[src/hdl/mqcf_square_stage.sv]
// Squares of the near and far coordinates, registered.
module mqcf_square_stage #(
  parameter int MAX_DIM = 4096,
  localparam int DW  = $clog2(MAX_DIM + 1),
  localparam int CW  = $clog2(MAX_DIM),
  localparam int SQW = 2 * DW
) (
  input  logic           clk,
  input  logic           rst_n,
  input  logic           s1_valid,
  output logic           s1_ready,
  input  logic           s1_zero,
  input  logic           s1_last,
  input  logic [CW-1:0]  s1_x,
  input  logic [CW-1:0]  s1_y,
  input  logic [DW-1:0]  s1_xf,
  input  logic [DW-1:0]  s1_yf,
  output logic           s2_valid,
  input  logic           s2_ready,
  output logic           s2_zero,
  output logic           s2_last,
  output logic [CW-1:0]  s2_x,
  output logic [CW-1:0]  s2_y,
  output logic [SQW-1:0] s2_xx,
  output logic [SQW-1:0] s2_yy,
  output logic [SQW-1:0] s2_xxf,
  output logic [SQW-1:0] s2_yyf
);

  logic           s2_valid_r;
  logic           s2_zero_r, s2_last_r;
  logic [CW-1:0]  s2_x_r, s2_y_r;
  logic [SQW-1:0] s2_xx_r, s2_yy_r, s2_xxf_r, s2_yyf_r;
  logic           load;

  assign s1_ready = !s2_valid_r || s2_ready;
  assign load     = s1_valid && s1_ready;

  always_ff @(posedge clk) begin
    if (!rst_n) begin
      s2_valid_r <= 1'b0;
    end else if (load) begin
      s2_valid_r <= 1'b1;
    end else if (s2_ready) begin
      s2_valid_r <= 1'b0;
    end
  end

  // Four independent multipliers, one per squared term.
  always_ff @(posedge clk) begin
    if (load) begin
      s2_zero_r <= s1_zero;
      s2_last_r <= s1_last;
      s2_x_r    <= s1_x;
      s2_y_r    <= s1_y;
      s2_xx_r   <= SQW'(s1_x) * SQW'(s1_x);
      s2_yy_r   <= SQW'(s1_y) * SQW'(s1_y);
      s2_xxf_r  <= SQW'(s1_xf) * SQW'(s1_xf);
      s2_yyf_r  <= SQW'(s1_yf) * SQW'(s1_yf);
    end
  end

  assign s2_valid = s2_valid_r;
  assign s2_zero  = s2_zero_r;
  assign s2_last  = s2_last_r;
  assign s2_x     = s2_x_r;
  assign s2_y     = s2_y_r;
  assign s2_xx    = s2_xx_r;
  assign s2_yy    = s2_yy_r;
  assign s2_xxf   = s2_xxf_r;
  assign s2_yyf   = s2_yyf_r;

endmodule

[config.mk]
export PLATFORM = sky130hd
export DESIGN_NAME = mqcf_square_stage
export DESIGN_NICKNAME = d
export VERILOG_FILES = /design/src/hdl/mqcf_square_stage.sv
export SDC_FILE = /design/constraint.sdc
export NUM_CORES = 1
export LEC_CHECK = 0
export BUFFER_PORTS_ARGS = -buffer_cell sky130_fd_sc_hd__buf_4
export CAP_MARGIN = 20
export CORE_AREA = 2 2 226 228
export CTS_BUF_LIST = sky130_fd_sc_hd__clkbuf_8
export DETAILED_ROUTE_END_ITERATION = 8
export DIE_AREA = 0 0 228 230
export PLACE_DENSITY = 0.59
export SLEW_MARGIN = 30
export SYNTH_ARGS = -nofsm -noshare
export SYNTH_HDL_FRONTEND = slang
export SYNTH_SLANG_ARGS = --single-unit
[constraint.sdc]
create_clock -name clk -period 4.84 [get_ports clk]
set_clock_uncertainty 0.2 [all_clocks]
set_input_delay 0 -clock clk [delete_from_list [all_inputs] [get_ports clk]]
set_output_delay 0 -clock clk [all_outputs]
set_load 0.1 [all_outputs]
Yosys cells after proc, flatten, opt, wreduce, memory -nomap -nowiden
Index checks and enable logic that the tools add are counted.

word-level totals
  register bits = 127
  output and inout port bits = 132
  bits of input ports = 56
  word-level logic and storage cells = 19

cells by class
  multipliers = 4
  mux-type cells = 2
  reductions and logical operators = 4

operators by type and width
  cell                 number
  $mul A13 B13 Y26     2
  $mul A12 B12 Y24     2
  $mux W1              2
  $reduce_bool A2 Y1   1
  $logic_and A1 B1 Y1  1
  $logic_not A1 Y1     1
  $logic_or A1 B1 Y1   1

Depth between registers and ports, before layout
Gate-level depths: netlist of the first run.

  word-level depth = 4
  depth in mapped cells = 23
  depth with buffers taken out = 21

Worst setup path before layout of the first run
No wires, ideal clock.

  kind = input port to flip-flop
  from = input port s1_xf[9]
  to = register s2_xxf_r[25], in the netlist s2_xxf[25], data pin
  buffers on the path = 2
  library setup time = 0.260 ns
  data required time = 4.380 ns
  stages on the path = 23
  slack = -0.381 ns
  arrival time = 4.761 ns
  cell sequence = clkbuf_1 -> inv_1 -> nor2_1 -> inv_1 -> fa_1 -> inv_1 -> fa_1 -> inv_1 -> fa_1 -> inv_1 -> fa_1 -> inv_1 -> fa_1 -> inv_1 -> ha_1 -> buf_2 -> a21oi_2 -> o21ai_0 -> a21o_1 -> a221o_1 -> a21o_1 -> a21oi_1 -> xnor2_1

on the way
  word-level cells in the longest chain between the ends = 1

RTL lines
  element               line  source
  start, declared       16    input logic [DW-1:0] s1_xf,
  $mul A13 B13 Y26      58    s2_xxf_r <= SQW'(s1_xf) * SQW'(s1_xf);
  end signal, assigned  58
  end, declared         33    logic [SQW-1:0] s2_xx_r, s2_yy_r, s2_xxf_r, s2_yyf_r;

No other way between the ends.
A chain may end at the register's enable or synchronous reset.

Worst setup path in the final report of the first run
  from = input port s1_y[3]
  to = register s2_yy_r[18], in the netlist s2_yy[18], data pin

on the way
  word-level cells in the longest chain between the ends = 1

RTL lines
  element               line  source
  start, declared       15    input logic [CW-1:0] s1_y,
  $mul A12 B12 Y24      57    s2_yy_r <= SQW'(s1_y) * SQW'(s1_y);
  end signal, assigned  57
  end, declared         33

No other way between the ends.

==> impl_results.md, run 1 <==
* FILL cells at 4651
* Routed vias/inst at 4.65
* Nets at 3346
* Synthesized area at 21200 sq um
* Synth Area in Compound Gates at roughly 6.7%
* Worst Tran Pin Value at 0.760 ns
* Place WS at -0.314 ns
* FFs w/ async S/R, synth at 0%
* Routed WL at 47.4 mm
* Gr usage total at 19.1%
* Iter 0 DRT Violations at 411
* Fin util at 53.6%
* Top FF cell, synth: edfxtp_1
* Sequential cell area fraction in the yosys report at between 10% and 20%
* Synth Area in Adders at 47.7%
* Final instance area at 26700 sq um
* Synth Instances at between 2000 and 2500
* Die Width at around 230 um
* Max clock buf depth at 2
* Die area at 52400 sq um
* CTS H-tree depth at 4
* Grt ovf at 0
* Initial antenna violation count at 0
* Critical Path AT at 4.76 ns
* Register bit total from synthesis at 121
* Post-synth top area cell: fa_1
* Worst Path Required at 4.91 ns
* WL per Instance at 14.1 um
* Synthesis-to-finish area growth at 25.9%
* Crit-path max FO at 8
* Share of layout cells above drive strength 1 at around 23%
* Yosys top cell area share at between 30% and 40%
* DRC at 0
* CP Class: input pin to flop
* Outcome: finished, final reports clean
* Drt pass-1 iters at 4
* Multi-input gate area at 15400 sq um
* MaxCap Viol Count at 0
* Hold crit path type: input pin to flop
* Vias post-DR at 15701
* Die Ht at 230 um
* CTS Sinks at 121
* Clk Latency, worst-skew pair at between 0.5 and 0.6 ns
* PnR worst setup slack at between 0.15 and 0.2 ns
* Slowest CP cell: dlygate4sd3_1
* Crit. End Element: flop
* TritonCTS clock tree: built
* Synth warn at 0
* Final setup viols at 0
* Critical Path Start Type: input pin
* Seq. cell area at 3620 sq um
* Mux share of post-synthesis cell area at less than 1%
* Post-Synth Simple-Gate Area at 11.2%
* DP Area at 25400 sq um
* Reg clk slew, reported paths at 0.08 ns
* Root Buffer: clkbuf_8
* First-pass GRT wire length at 80.9 mm
* Vias in the first global route at 17060
* Synth unique cells at 73
* Post-synthesis xor/xnor area fraction at roughly 4.2%
* Row cnt at 82
* N_diodes at 0
* Post-synth EDFFs at 120
* Fin. max-slew vios at 0
* Avg Inst Size Synth at slightly below 10 sq um
* Port-buffer cells at ~180
* Main combinational cell family by area after synthesis: adder cells
* Gpl congestion at between 0.8 and 0.9
* Rel. slew slack at 49.3%
* Core ar. at roughly 50000 sq um
* Post-DRT Antenna Nets at 0
* Max stage delay on crit path at 0.55 ns
* Dpl hpwl at 40.5 mm
* Fmax at 213 MHz
* Pin count of the biggest net entering global routing at 48
* Initial core utilization at 42.6%
* Setup TNS at 0 ns
* Ranking of synthesized cells by area: fa_1 33%, edfxtp_1 17%, ha_1 15%, inv_1 11%, and2_1 4.2%
* Shortest period the worst path allows at 4.69 ns
* Final period util at 96.8%
* Io pins at 188
* Final hold violations at 0
* Critical-path cell list: buf_4 > dlygate4sd3_1 > buf_4 > inv_1 > fa_1 > inv_1 > ha_1 > fa_1 > inv_1 > fa_1 > fa_1 > inv_1 > ha_1 > and3_1 > a211oi_4 > a31oi_4 > buf_4 > a31oi_1 > a31oi_1 > xnor2_1
* TritonCTS buffer count at 17
-- kinds of logic after synthesis --
kind of cell / Yosys count
buffers and inverters: 698
muxes: 9
AOI/OAI and AO/OA: 200
xor gates and xnor gates: 102
other: 1
adders and majority gates: 602
and+or+nand+nor: 474
DFF: 121
-- registers in the layout, indices dropped and copies added, names as in the netlist --
| register | cells |
|---|---|
| s2_y | 12 |
| s2_zero | 1 |
| s2_valid | 1 |
| s2_xxf | 25 |
| s2_x | 12 |
| s2_yy | 22 |
| s2_xx | 22 |
| s2_last | 1 |
| s2_yyf | 25 |
-- metal layers --
| metal | vias to the layer above | track usage [%] | part of all wire [%] |
|---|---|---|---|
| met5 | - | 0 | 0 |
| met4 | 0 | 5.78 | 2.2 |
| met3 | 53 | 3.44 | 3.3 |
| met2 | 198 | 34.2 | 51 |
| met1 | 7792 | 23.5 | 43 |
| li1 | 7658 | - | - |
-- synth_stat cells (all sizes together) (12+ instances only) --
cell / n
nor2b: 26
and2: 142
clkbuf: 51
edfxtp: 120
nand3: 13
nor2: 60
xor2: 35
fa: 346
a21o: 26
buf: 14
a21oi: 61
o21ai: 30
o21a: 12
nand2: 176
ha: 256
inv: 633
xnor2: 67
a211oi: 12
-- repair_timing --
item / 4_1_cts / 5_1_grt
hold endpoints to repair: 88 / 7
hold buffers: 44 / 8
resized for setup: 0 / 78
setup endpoints to repair: 0 / 35
setup buffers: 0 / 6
-- final timing paths --
kind              startpoint   endpoint  slack [ns]  cells past startpoint
setup / recovery     s1_y[3]  s2_yy[18]        0.15                     20
hold / removal       s1_x[1]   s2_xx[4]        0.05                      5
setup reg to reg    s2_valid   s2_yy[5]        2.59                      3
hold reg to reg     s2_valid  s2_yyf[3]        0.87                      2
-- layout by cell type, fill, tap and decap left out, types with 8 or more instances in the layout --
master	count
inv_1	629
buf_4	468
fa_1	338
ha_1	245
nand2_1	169
and2_1	133
edfxtp_1	120
xnor2_1	67
nor2_1	54
dlygate4sd3_1	46
a21oi_1	42
xor2_1	34
a21o_1	25
nor2b_1	25
o21ai_0	18
a21oi_2	18
clkbuf_8	17
nand3_1	12
o21a_1	12
or2_2	9
ha_4	9
nand2b_1	8
and2_4	8
a211oi_1	8
nor3_1	8
fa_2	8
conb_1	8
-- critical path, delay by kind of cell --
kind	cells	cell delay [ns]
xor+xnor	1	0.15
simple gates	1	0.24
compound gates	4	0.73
fa+ha+maj	6	2.41
buf+inv	8	1.21
-- metrics by stage --
step	instances	hold WS, ns
floorplan	2214	-0.101
global placement	3289	-0.0209
detailed placement	3289	-0.0205
CTS	3365	0.00766
global route	3373	0.0653
finish	3373	0.0483
-- layout make-up --
class                      count  share of cell area (%)
clock buffer                  17                   0.876
timing repair buffer         520                    15.2
clock inverter                15                   0.796
inverter                     633                    8.89
multi-input combinational   1395                    57.5
sequential                   121                    13.6
tap                          672                    3.15
Power of run 1 is not shown: default switching activity piles up to over one toggle a cycle in this logic, so the estimate is an artifact.
==> run 2, diff against run 1 <==
--- a/config.mk
+++ b/config.mk
@@ -7,11 +7,11 @@
 export LEC_CHECK = 0
 export BUFFER_PORTS_ARGS = -buffer_cell sky130_fd_sc_hd__buf_4
 export CAP_MARGIN = 20
-export CORE_AREA = 2 2 226 228
+export CORE_AREA = 2 2 191 268
 export CTS_BUF_LIST = sky130_fd_sc_hd__clkbuf_8
 export DETAILED_ROUTE_END_ITERATION = 8
-export DIE_AREA = 0 0 228 230
-export PLACE_DENSITY = 0.59
+export DIE_AREA = 0 0 193 270
+export PLACE_DENSITY = 0.6
 export SLEW_MARGIN = 30
 export SYNTH_ARGS = -nofsm -noshare
 export SYNTH_HDL_FRONTEND = slang
==> run 2 against run 1 <==
Net effect: die area shrank 0.63%; register-to-register slack improved by 0.02 ns; routed wire length is 4.2% higher; sequential share of layout area is 0.10 points higher; setup slack worse by 0.063 ns; first-iteration DRC count fell by 5.4%; via count rose by 2.1%; sequential cell count stayed put; global-route usage rose by 1.2 points; critical endpoint is now s2_xx[20]; hold slack worse by 0.012 ns; final cell count is 0.83% lower.
==> impl_results.md, run 2 (synthesis results as in run 1) <==
* TritonCTS clock tree: built
* RSZ-0062 raised after global routing: yes
* Clk Latency, worst-skew pair at roughly 0.49 ns
* CTS Sinks at 121
* Outcome: finished, final reports clean
* Iter 0 DRT Violations at 389
* Fin cells at 3345
* Synthesis-to-finish area growth at 25.0%
* Max clock buf depth at 2
* Vias post-DR at 16025
* Pin count of the biggest net entering global routing at between 50 and 60
* Post-DRT Antenna Nets at 0
* Crit. End Element: flop
* Core ar. at 49800 sq um
* Share of layout cells above drive strength 1 at 22.5%
* Vias in the first global route at 18223
* Dpl hpwl at 42.3 mm
* Die Width at 193 um
* Final hold violations at 0
* Rel. slew slack at around 43%
* Worst Path Required at 4.89 ns
* Critical Path Start Type: input pin
* First-pass GRT wire length at 83.6 mm
* MaxCap Viol Count at 0
* Row cnt at 97
* FILL cells at between 4000 and 5000
* Hold crit path type: input pin to flop
* Most common cell after layout, fill and taps aside: inv_1
* Final setup viols at 0
* Io pins at 188
* Reg clk slew, reported paths at ~0.08 ns
* WL per Instance at 14.8 um
* Initial antenna violation count at 3
* Routed vias/inst at 4.79
* Critical Path AT at 4.80 ns
* Final period util at 98.1%
* Die area at ~52000 sq um
* Routed WL at 49.4 mm
* CTS H-tree depth at 4
* Crit-path max FO at 5
* Die Ht at between 200 and 300 um
* Fmax at roughly 210 MHz
* Nets at 3346
* Root Buffer: clkbuf_8
* Shortest period the worst path allows at 4.75 ns
* PnR worst setup slack at 0.0907 ns
* Gr usage total at 20.3%
* Drt pass-1 iters at 5
* Placed Cells at 3270
* DRC at 0
* CP Class: input pin to flop
* Place WS at -0.323 ns
* Gpl congestion at between 0.8 and 0.9
* Worst Tran Pin Value at 0.861 ns
* TritonCTS buffer count at 17
* Initial core utilization at 42.6%
* Port-buffer cells at 179
* Fin. max-slew vios at 0
* Grt ovf at 0
* Commonest cells after routing, fill and taps aside: 629 x inv_1, 474 x buf_4, 341 x fa_1
==> run 2: final timing paths <==
path                  from         to  slack, ns  depth (start not counted)
setup / recovery   s1_x[1]  s2_xx[20]       0.09                         21
hold / removal    s1_valid  s2_xx[17]       0.04                          2
setup reg to reg  s2_valid  s2_xxf[3]       2.61                          3
hold reg to reg   s2_valid  s2_xx[17]       0.89                          2
==> run 2: area by class of cell <==
type	count	area (sq um)	area share, %
Clock inverter	15	178	0.670
Timing Repair Buffer	520	4050	15.3
Sequential cell	121	3620	13.7
Inverter	633	2380	8.96
Clock buffer	17	234	0.882
Antenna cell	1	2.50	0.00943
Tap cell	643	805	3.03
Multi-Input combinational cell	1395	15300	57.5
==> run 2: critical path: stages <==
cell and delay [ns]:
buf_4 0.13, dlygate4sd3_1 0.59, buf_4 0.15, and2_1 0.17, ha_1 0.18, inv_1 0.07
fa_1 0.40, inv_1 0.07, fa_1 0.42, fa_1 0.49, inv_1 0.05, fa_1 0.47
inv_1 0.04, ha_1 0.27, or2_2 0.31, a21oi_1 0.16, nor2_1 0.11, a311oi_1 0.43
nand2_1 0.10, o21ai_0 0.10, xnor2_1 0.09
==> run 2: routing by layer <==
metal	part of all wire [%]	wire length, um	vias to the layer above	track usage [%]
met5	0.051	25	-	0
met4	3.2	1590	4	7.50
li1	-	-	7656	-
met3	4.2	2080	88	3.86
met2	57	28100	249	40.3
met1	36	17600	8028	20.2
==> run 2: what timing repair did <==
item                       4_1_cts  5_1_grt
hold buffers                    41        0
buffers inserted                 0        1
gates resized for setup          0       43
setup endpoints to repair        0       27
hold endpoints to repair        42        0
==> run 2: stage by stage <==
step	instance area (sq um)	utilization, %	setup TNS [ns]	hold WS, ns
6_report	26500	53.3	0	0.0360
5_1_grt	26500	53.3	-0.242	0.0480
4_1_cts	26300	52.9	0	0.00688
3_3_place_gp	25500	51.2	-3.91	-0.0196
3_5_place_dp	25500	51.2	-5.72	-0.0141
2_1_floorplan	21400	-	-0.0980	-0.101
Power of run 2 is left out for the same reason.
