`config.mk`:
```
export PLATFORM = sky130hd
export DESIGN_NAME = mqcf_corner_track_flat
export DESIGN_NICKNAME = d
export VERILOG_FILES = /design/src/hdl/mqcf_pkg.sv /design/src/hdl/mqcf_stream_if.sv /design/src/hdl/mqcf_corner_track.sv /design/src/flat_wrapper.sv
export SDC_FILE = /design/constraint.sdc
export NUM_CORES = 1
export LEC_CHECK = 0
export ABC_AREA = 1
export ABC_CLOCK_PERIOD_IN_PS = 800
export BUFFER_PORTS_ARGS = -buffer_cell sky130_fd_sc_hd__buf_4
export CAP_MARGIN = 30
export CELL_PAD_IN_SITES_DETAIL_PLACEMENT = 1
export CELL_PAD_IN_SITES_GLOBAL_PLACEMENT = 1
export CORE_AREA = 4 4 51 53
export CTS_BUF_LIST = sky130_fd_sc_hd__clkbuf_8
export CTS_CLUSTER_DIAMETER = 60
export DETAILED_ROUTE_END_ITERATION = 7
export DIE_AREA = 0 0 55 57
export GPL_TIMING_DRIVEN = 0
export HOLD_SLACK_MARGIN = 0.12
export PLACE_DENSITY_LB_ADDON = 0.1
export SLEW_MARGIN = 20
export SYNTH_ARGS = -nofsm -noshare
export SYNTH_HDL_FRONTEND = slang
export SYNTH_SLANG_ARGS = --single-unit
export TNS_END_PERCENT = 30
```
`constraint.sdc`:
```
create_clock -name clk -period 0.8 [get_ports clk]
set_input_delay 0.16 -clock clk [delete_from_list [all_inputs] [get_ports clk]]
set_output_delay 0.16 -clock clk [all_outputs]
set_load 0.01 [all_outputs]
```
`src/hdl/mqcf_pkg.sv`:
```
// Shared types and constants for the mask quad corner finder.
package mqcf_pkg;

  // Fixed field widths of the channels.
  localparam int ALPHA_W   = 8;
  localparam int CFG_W     = 13;
  localparam int CFG_IDX_W = 4;
  localparam int OUT_W     = 12;

  // Register reset values.
  localparam logic [CFG_W-1:0] FRAME_WIDTH_RST  = 13'd640;
  localparam logic [CFG_W-1:0] FRAME_HEIGHT_RST = 13'd480;

  // Corner slots of the candidate store.
  localparam int NUM_CORNERS = 4;
  localparam int CORNER_TL   = 0;
  localparam int CORNER_TR   = 1;
  localparam int CORNER_BR   = 2;
  localparam int CORNER_BL   = 3;

  // Configuration register indexes.
  typedef enum logic [CFG_IDX_W-1:0] {
    REG_FRAME_WIDTH  = 4'd0,
    REG_FRAME_HEIGHT = 4'd1
  } cfg_reg_t;

  typedef struct packed {
    logic [ALPHA_W-1:0] alpha;
  } in_item_t;

  typedef struct packed {
    logic [CFG_IDX_W-1:0] index;
    logic [CFG_W-1:0]     data;
  } cfg_item_t;

  typedef struct packed {
    logic [OUT_W-1:0] top_left_x;
    logic [OUT_W-1:0] top_left_y;
    logic [OUT_W-1:0] top_right_x;
    logic [OUT_W-1:0] top_right_y;
    logic [OUT_W-1:0] bottom_right_x;
    logic [OUT_W-1:0] bottom_right_y;
    logic [OUT_W-1:0] bottom_left_x;
    logic [OUT_W-1:0] bottom_left_y;
    logic             not_found;
  } out_item_t;

endpackage

```
`src/hdl/mqcf_stream_if.sv`:
```
// Valid/ready channel carrying one payload item per handshake.
interface mqcf_stream_if #(
  parameter type payload_t = logic
) ();
  logic     valid;
  logic     ready;
  payload_t payload;

  modport source (output valid, output payload, input ready);
  modport sink   (input valid, input payload, output ready);
endinterface

```
`src/hdl/mqcf_corner_track.sv`:
```
// Per-corner best candidate registers and the result register.
module mqcf_corner_track #(
  parameter int MAX_DIM = 4096,
  localparam int DW  = $clog2(MAX_DIM + 1),
  localparam int CW  = $clog2(MAX_DIM),
  localparam int SQW = 2 * DW,
  localparam int DSW = SQW + 1
) (
  input  logic           clk,
  input  logic           rst_n,
  input  logic           s2_valid,
  output logic           s2_ready,
  input  logic           s2_zero,
  input  logic           s2_last,
  input  logic [CW-1:0]  s2_x,
  input  logic [CW-1:0]  s2_y,
  input  logic [SQW-1:0] s2_xx,
  input  logic [SQW-1:0] s2_yy,
  input  logic [SQW-1:0] s2_xxf,
  input  logic [SQW-1:0] s2_yyf,
  mqcf_stream_if.source  out_ch
);

  localparam int NC = mqcf_pkg::NUM_CORNERS;

  logic [DSW-1:0] best_d_r    [NC];
  logic [CW-1:0]  best_x_r    [NC];
  logic [CW-1:0]  best_y_r    [NC];
  logic [DSW-1:0] best_d_nxt  [NC];
  logic [CW-1:0]  best_x_nxt  [NC];
  logic [CW-1:0]  best_y_nxt  [NC];
  logic [DSW-1:0] corner_dist [NC];
  logic           any_found_r;
  logic           found_nxt;
  logic           out_valid_r;
  mqcf_pkg::out_item_t out_data_r, out_nxt;
  logic           go;

  // A frame's last item needs a free result register to move on.
  assign s2_ready = !s2_last || !out_valid_r || out_ch.ready;
  assign go       = s2_valid && s2_ready;

  // Squared distance to each corner.
  always_comb begin
    corner_dist[mqcf_pkg::CORNER_TL] = DSW'(s2_xx)  + DSW'(s2_yy);
    corner_dist[mqcf_pkg::CORNER_TR] = DSW'(s2_xxf) + DSW'(s2_yy);
    corner_dist[mqcf_pkg::CORNER_BR] = DSW'(s2_xxf) + DSW'(s2_yyf);
    corner_dist[mqcf_pkg::CORNER_BL] = DSW'(s2_xx)  + DSW'(s2_yyf);
  end

  // Replace a candidate only on a strictly smaller distance, so ties keep the earliest.
  always_comb begin
    for (int c = 0; c < NC; c++) begin
      if (s2_zero && (!any_found_r || corner_dist[c] < best_d_r[c])) begin
        best_d_nxt[c] = corner_dist[c];
        best_x_nxt[c] = s2_x;
        best_y_nxt[c] = s2_y;
      end else begin
        best_d_nxt[c] = best_d_r[c];
        best_x_nxt[c] = best_x_r[c];
        best_y_nxt[c] = best_y_r[c];
      end
    end
    found_nxt = any_found_r || s2_zero;
  end

  // Result built from the candidates including the frame's last item.
  always_comb begin
    out_nxt = '0;
    if (found_nxt) begin
      out_nxt.top_left_x     = mqcf_pkg::OUT_W'(best_x_nxt[mqcf_pkg::CORNER_TL]);
      out_nxt.top_left_y     = mqcf_pkg::OUT_W'(best_y_nxt[mqcf_pkg::CORNER_TL]);
      out_nxt.top_right_x    = mqcf_pkg::OUT_W'(best_x_nxt[mqcf_pkg::CORNER_TR]);
      out_nxt.top_right_y    = mqcf_pkg::OUT_W'(best_y_nxt[mqcf_pkg::CORNER_TR]);
      out_nxt.bottom_right_x = mqcf_pkg::OUT_W'(best_x_nxt[mqcf_pkg::CORNER_BR]);
      out_nxt.bottom_right_y = mqcf_pkg::OUT_W'(best_y_nxt[mqcf_pkg::CORNER_BR]);
      out_nxt.bottom_left_x  = mqcf_pkg::OUT_W'(best_x_nxt[mqcf_pkg::CORNER_BL]);
      out_nxt.bottom_left_y  = mqcf_pkg::OUT_W'(best_y_nxt[mqcf_pkg::CORNER_BL]);
    end else begin
      out_nxt.not_found = 1'b1;
    end
  end

  // Control: the found flag drops at frame end, the result register handshakes.
  always_ff @(posedge clk) begin
    if (!rst_n) begin
      any_found_r <= 1'b0;
      out_valid_r <= 1'b0;
    end else begin
      if (go) begin
        any_found_r <= s2_last ? 1'b0 : found_nxt;
      end
      if (go && s2_last) begin
        out_valid_r <= 1'b1;
      end else if (out_ch.ready) begin
        out_valid_r <= 1'b0;
      end
    end
  end

  // Candidate and result payload.
  always_ff @(posedge clk) begin
    if (go) begin
      for (int c = 0; c < NC; c++) begin
        best_d_r[c] <= best_d_nxt[c];
        best_x_r[c] <= best_x_nxt[c];
        best_y_r[c] <= best_y_nxt[c];
      end
    end
    if (go && s2_last) begin
      out_data_r <= out_nxt;
    end
  end

  assign out_ch.valid   = out_valid_r;
  assign out_ch.payload = out_data_r;

endmodule

```
`src/flat_wrapper.sv`:
```
// flat-port wrapper written by rule: the top's interface ports become plain ports
module mqcf_corner_track_flat 
#(
  parameter int MAX_DIM = 4096,
  localparam int DW  = $clog2(MAX_DIM + 1),
  localparam int CW  = $clog2(MAX_DIM),
  localparam int SQW = 2 * DW,
  localparam int DSW = SQW + 1
)
  (clk, rst_n, s2_valid, s2_ready, s2_zero, s2_last, s2_x, s2_y, s2_xx, s2_yy, s2_xxf, s2_yyf, out_ch_valid, out_ch_payload, out_ch_ready);
  mqcf_stream_if out_ch_i ();
  input  logic clk;
  input  logic rst_n;
  input  logic s2_valid;
  output logic s2_ready;
  input  logic s2_zero;
  input  logic s2_last;
  input  logic [CW-1:0] s2_x;
  input  logic [CW-1:0] s2_y;
  input  logic [SQW-1:0] s2_xx;
  input  logic [SQW-1:0] s2_yy;
  input  logic [SQW-1:0] s2_xxf;
  input  logic [SQW-1:0] s2_yyf;
  output wire logic [$bits(out_ch_i.valid)-1:0] out_ch_valid;
  output wire logic [$bits(out_ch_i.payload)-1:0] out_ch_payload;
  input wire logic [$bits(out_ch_i.ready)-1:0] out_ch_ready;
  assign out_ch_valid = out_ch_i.valid;
  assign out_ch_payload = out_ch_i.payload;
  assign out_ch_i.ready = out_ch_ready;
  mqcf_corner_track #(.MAX_DIM(MAX_DIM)) u_core (.clk(clk), .rst_n(rst_n), .s2_valid(s2_valid), .s2_ready(s2_ready), .s2_zero(s2_zero), .s2_last(s2_last), .s2_x(s2_x), .s2_y(s2_y), .s2_xx(s2_xx), .s2_yy(s2_yy), .s2_xxf(s2_xxf), .s2_yyf(s2_yyf), .out_ch(out_ch_i));
endmodule
```
After elaboration in Yosys (flattened, before gate mapping). Index checks and enable logic that the tools add are counted.

Flip-flop bits (word level): 3. RAM bits: 0. Word-level logic and storage cells: 15. Bits in read-only memories: 0. Latch bits: 0. Input port bits: 134. Memories: 0.

Shift-type cells: 0. Eq/ne operators: 0. Bitwise gates (word level): 0. Divide/modulo/power cells: 0. Order comparisons: 0. Multiplexer cells: 4. Add/subtract/negate cells: 0. Multipliers: 0. Reduce and logical (&&, ||, !) cells: 8.

Operators by type and width (number): $mux W1 (4); $logic_or A1 B1 Y1 (3); $logic_and A1 B1 Y1 (2); $logic_not A1 Y1 (2); $reduce_bool A2 Y1 (1).

Depth between registers and ports, before layout.
Depth after elaboration: 6. Gate-level depth with buffers: 6. Gate-level depth less buffers: 6.

Worst setup path after synthesis. No wires, ideal clock.

Path kind: reg2reg. From: register u_core.out_valid_r (netlist: u_core.out_ch.valid). To: register u_core.out_data_r, in the netlist u_core.out_ch.payload (enable). Required time: 0.510 ns. Library setup time: 0.290 ns. Data arrival time: 0.567 ns. Slack: -0.057 ns. Stages on the path, launching flop included: 4. Path through: dfxtp_1 -> nand2_2 -> nand3_2 -> inv_1.

Word-level cells in the longest chain between the ends: 5.

RTL lines: from (decl) (RTL line mqcf_corner_track.sv:35) `logic out_valid_r;`; from (signal assigned) (RTL line mqcf_corner_track.sv:88) `out_valid_r <= 1'b0;`; from (signal assigned) (RTL line mqcf_corner_track.sv:94) `out_valid_r <= 1'b1;`; from (signal assigned) (RTL line mqcf_corner_track.sv:96) `out_valid_r <= 1'b0;`; $logic_not A1 Y1 (RTL line mqcf_corner_track.sv:40) `assign s2_ready = !s2_last || !out_valid_r || out_ch.ready;`; $logic_or A1 B1 Y1 (2 in a row) (RTL line mqcf_corner_track.sv:40); $logic_and A1 B1 Y1 (RTL line mqcf_corner_track.sv:41) `assign go = s2_valid && s2_ready;`; $logic_and A1 B1 Y1 (RTL line mqcf_corner_track.sv:110) `if (go && s2_last) begin`; to (signal assigned) (RTL line mqcf_corner_track.sv:111) `out_data_r <= out_nxt;`; to (decl) (RTL line mqcf_corner_track.sv:36) `mqcf_pkg::out_item_t out_data_r, out_nxt;`.

No other way between the ends. A chain may end at the register's enable or synchronous reset.

Worst setup path in the final report.
From: register u_core.out_valid_r (netlist: u_core.out_ch.valid). To: output s2_ready.

Word-level cells in the longest chain between the ends: 3.

RTL lines: $logic_not A1 Y1 (RTL line mqcf_corner_track.sv:40); $logic_or A1 B1 Y1 (2 in a row) (RTL line mqcf_corner_track.sv:40); to (decl) (RTL line flat_wrapper.sv:15) `output logic s2_ready;`.

No other way between the ends.

==> metrics.md <==
| Metric | Value |
|---|---|
| First element of the critical path | u_core.out_ch.valid$_SDFFE_PN0P_ |
| Num rows | 17 |
| Crit path capture type | output pin |
| Result of the run | finished with violations |
| Pwr dens | between 2000 and 2500 nW/um2 |
| GP Congestion | about 0.59 |
| Slowest-stage cell, CP | dfxtp_2 |
| Sink Count | 3 |
| Die Y-Extent | roughly 57 um |
| Sum of overflow across all layers after global routing | 0 |
| Setup slack of the worst register-to-register path | -0.10 ns |
| Iteration-0 DRC Markers | 0 |
| Initial antenna violation count | 0 |
| CTS tree | built |
| Detailed-route via count | approximately 160 |
| Fraction of the mapped netlist area in simple logic gates | 0.3421 |
| Critical R2R Capture | u_core.any_found_r$_SDFFE_PN0P_ |
| Minimum setup slack in the final design | -0.1384 ns |
| # DRC | 0 |
| Fraction of layout instances using a drive strength above 1 | 0.7000 |
| Flip-flop and latch count after synthesis | 3 |
| Cell Chain, Critical Path | nand3_2 -> buf_6 |
| Final critical path time including I/O delays and setup | ~0.94 ns |
| CTS clock-pin slew for the worst setup and hold paths | 0.03 ns |
| Critical path depth in cells | 2 |
| Placed wire-length estimate | ~340 um |
| Post-synthesis compound-gate area fraction | 0.06140 |
| Largest net degree at the start of global routing | 4 |
| Pin slew with the least headroom to its limit | slightly above 0.09 ns |
| Post-detailed-route via-to-cell ratio | about 2.7 |
| Dominant combinational cell family by area after synthesis | simple AND/OR/NAND/NOR gates |
| Startpoint type of the worst setup path | register |
| Peak fanout along the critical path | 3 |
| Part of the Yosys area used for sequential elements | 0.4912 |
| Global Route Usage Sum | 0.03540 |
| Parity-gate share of the synthesized area counting xor and xnor cells | 0 |
| Number of buffers added by the clock tree synthesis step | 3 |
| Synthesized area per cell | slightly below 9 um2 |
| Effective utilization at floorplan | 0.06639 |
| Clock latency reported for the late side of the worst-skew pair | about 0.22 ns |
| Headroom to the max-slew limit | 0.9390 |
| Number of port buffers | 8 |
| # diodes | 0 |
| Area of the die | about 3100 um2 |
| Maximum root-to-sink buffer count | 2 |
| Class of the most critical hold timing path | in2reg |
| Core ar. | between 2000 and 2500 um2 |
| First-pass detailed-route iteration total | 1 |
| Clock root buffer | clkbuf_8 |
| Maximum vdd ir drop | ~320 uV |
| Fmax | around 1100 MHz |
| Count of final hold-check violations | 0 |
| Io pins | between 100 and 150 |
| Wire length reported by the detailed router | ~430 um |
| Final Slew Violations | 0 |
| Yosys warns | 0 |
| Number of buffers and inverters on the critical path | 1 |
| Syn nets | 150 |
| Filler Cells Inserted | between 200 and 300 |
| Worst Clk Skew | between 0.004 and 0.005 ns |
| Global-route wire length before repair | approximately 660 um |
| Routed WL per cell | roughly 7.4 um |
| Crit path DAT | about 0.78 ns |
| Number of instances in the synthesized netlist | 16 |
| Net count, final | between 150 and 200 |
| Number of global-route vias before repair | 163 |
| Post-synthesis to final-layout area growth | 123.7% |
| Type of the worst setup path | reg2out |
| Setup-failing EPs final | 5 |
| TNS Setup | -0.3819 ns |
| Worst endpoint required time | around 0.64 ns |
| Worst Setup EP | s2_ready |
| Family of cells with the greatest summed delay on the critical path | flip-flops |
| Library cells used by synthesis | 9 |
| Unrepaired setup endpoints after global routing | true |
| Final total power | roughly 0.67 mW |
| Remaining antenna violation count | 0 |
| Width of the die | roughly 55 um |
| Reported max-cap violation count | 0 |
| Arithmetic-cell share of the synthesized area counting full adders, half adders and majority gates | 0 |
| Post-CTS Hold Buffers | 0 |
| Period Utilization, post-route | 1.173 |
| R2r startpoint | u_core.out_ch.valid$_SDFFE_PN0P_ |
| Mux contribution to synthesized area | 0 |
| Register-to-Register Path Depth | 5 |
| Critical path's largest stage delay | 0.34 ns |
| Violations in the final reports | setup timing |
| Post-synthesis instance area | 142.6 um2 |
| Static Leakage | 0.1492 nW |
| CTS H-tree lvls | 1 |
==> how the worst min path moves through the flow <==
| stage | startpoint | endpoint | slack [ns] | depth (start not counted) |
|---|---|---|---|---|
| finish | rst_n | u_core.out_ch.valid$_SDFFE_PN0P_ | 0.15 | 3 |
| CTS | rst_n | u_core.out_ch.valid$_SDFFE_PN0P_ | 0.15 | 3 |
| detailed placement | rst_n | u_core.out_ch.valid$_SDFFE_PN0P_ | 0.37 | 3 |
| global placement | rst_n | u_core.out_ch.valid$_SDFFE_PN0P_ | 0.36 | 3 |
| global route | rst_n | u_core.out_ch.valid$_SDFFE_PN0P_ | 0.16 | 3 |
| floorplan | rst_n | u_core.out_ch.valid$_SDFFE_PN0P_ | 0.26 | 2 |
==> synthesized netlist by cell type, drive strengths merged <==
cell type | instances | area share
nand3 | 3 | 0.18
inv | 4 | 0.11
nand2 | 4 | 0.14
edfxtp | 1 | 0.21
a21oi | 1 | 0.061
nor2 | 1 | 0.026
dfxtp | 2 | 0.28
==> cells by family (layout without fill, tap and decap cells) <==
logic type / count (synthesis) / count (layout)
simple gates: 8 / 8
buf+inv: 4 / 18
flops: 3 / 3
compound gates: 1 / 1
==> per-stage QoR <==
step / setup WS (ns) / cells / cell area [um2] / hold WS [ns] / utilization
floorplan: -0.02890 / 16 / 143.9 / 0.2576 / -
global placement: -0.05649 / 52 / 239.0 / 0.3648 / 0.1112
detailed placement: -0.05177 / 52 / 239.0 / 0.3731 / 0.1112
CTS: -0.1463 / 57 / 307.8 / 0.1488 / 0.1433
global route: -0.1588 / 58 / 319.1 / 0.1571 / 0.1485
finish: -0.1384 / 58 / 319.1 / 0.1467 / 0.1485
==> layout make-up <==
| class | instances | area, um2 | area share |
|---|---|---|---|
| Clock inverter | 1 | 3.754 | 0.01176 |
| Multi-Input combinational cell | 9 | 70.07 | 0.2196 |
| Inverter | 4 | 15.01 | 0.04706 |
| Clock buffer | 3 | 41.29 | 0.1294 |
| Timing Repair Buffer | 10 | 82.58 | 0.2588 |
| Tap cell | 28 | 35.03 | 0.1098 |
| Sequential cell | 3 | 71.32 | 0.2235 |
==> report_power, final <==
group          switching [mW]  internal [mW]  leakage [nW]  total (mW)
clock network          0.0977          0.326        0.0269       0.424
registers             0.00535          0.169        0.0263       0.174
logic                  0.0332         0.0403        0.0961      0.0735
==> routing by layer <==
metal  global-route usage  part of all wire
met1              0.02848              0.36
met2              0.03716              0.44
met3              0.01305             0.084
met4              0.08333              0.11
met5                    0                 0
==> sequential cells by signal, summed over array words and instances (netlist names) <==
name,flops
u_core.any_found_r,1
u_core.out_ch.payload,1
u_core.out_ch.valid,1
==> tightest hold or removal path, stage by stage <==
cell     delay [ns]
buf_4          0.09
nand2_1        0.05
inv_1          0.04
==> repair_timing <==
| action | CTS | global route |
|---|---|---|
| buffers inserted | 1 | 1 |
| resized for setup | 4 | 1 |
| pin swaps | 2 | 1 |
| setup endpoints to repair | 4 | 5 |
==> placed cells by master (no fill, tap or decap) <==
master    synthesis  routed
clkbuf_8          0       3
edfxtp_1          1       1
nor2_1            1       1
dfxtp_2           0       1
buf_4             0       8
a21oi_2           1       1
nand2_1           2       2
dfxtp_1           2       1
inv_2             0       1
nand3_4           0       1
buf_6             0       2
nand2_2           2       2
nand3_2           2       2
inv_1             4       4
(Power assumes the default switching activity.)
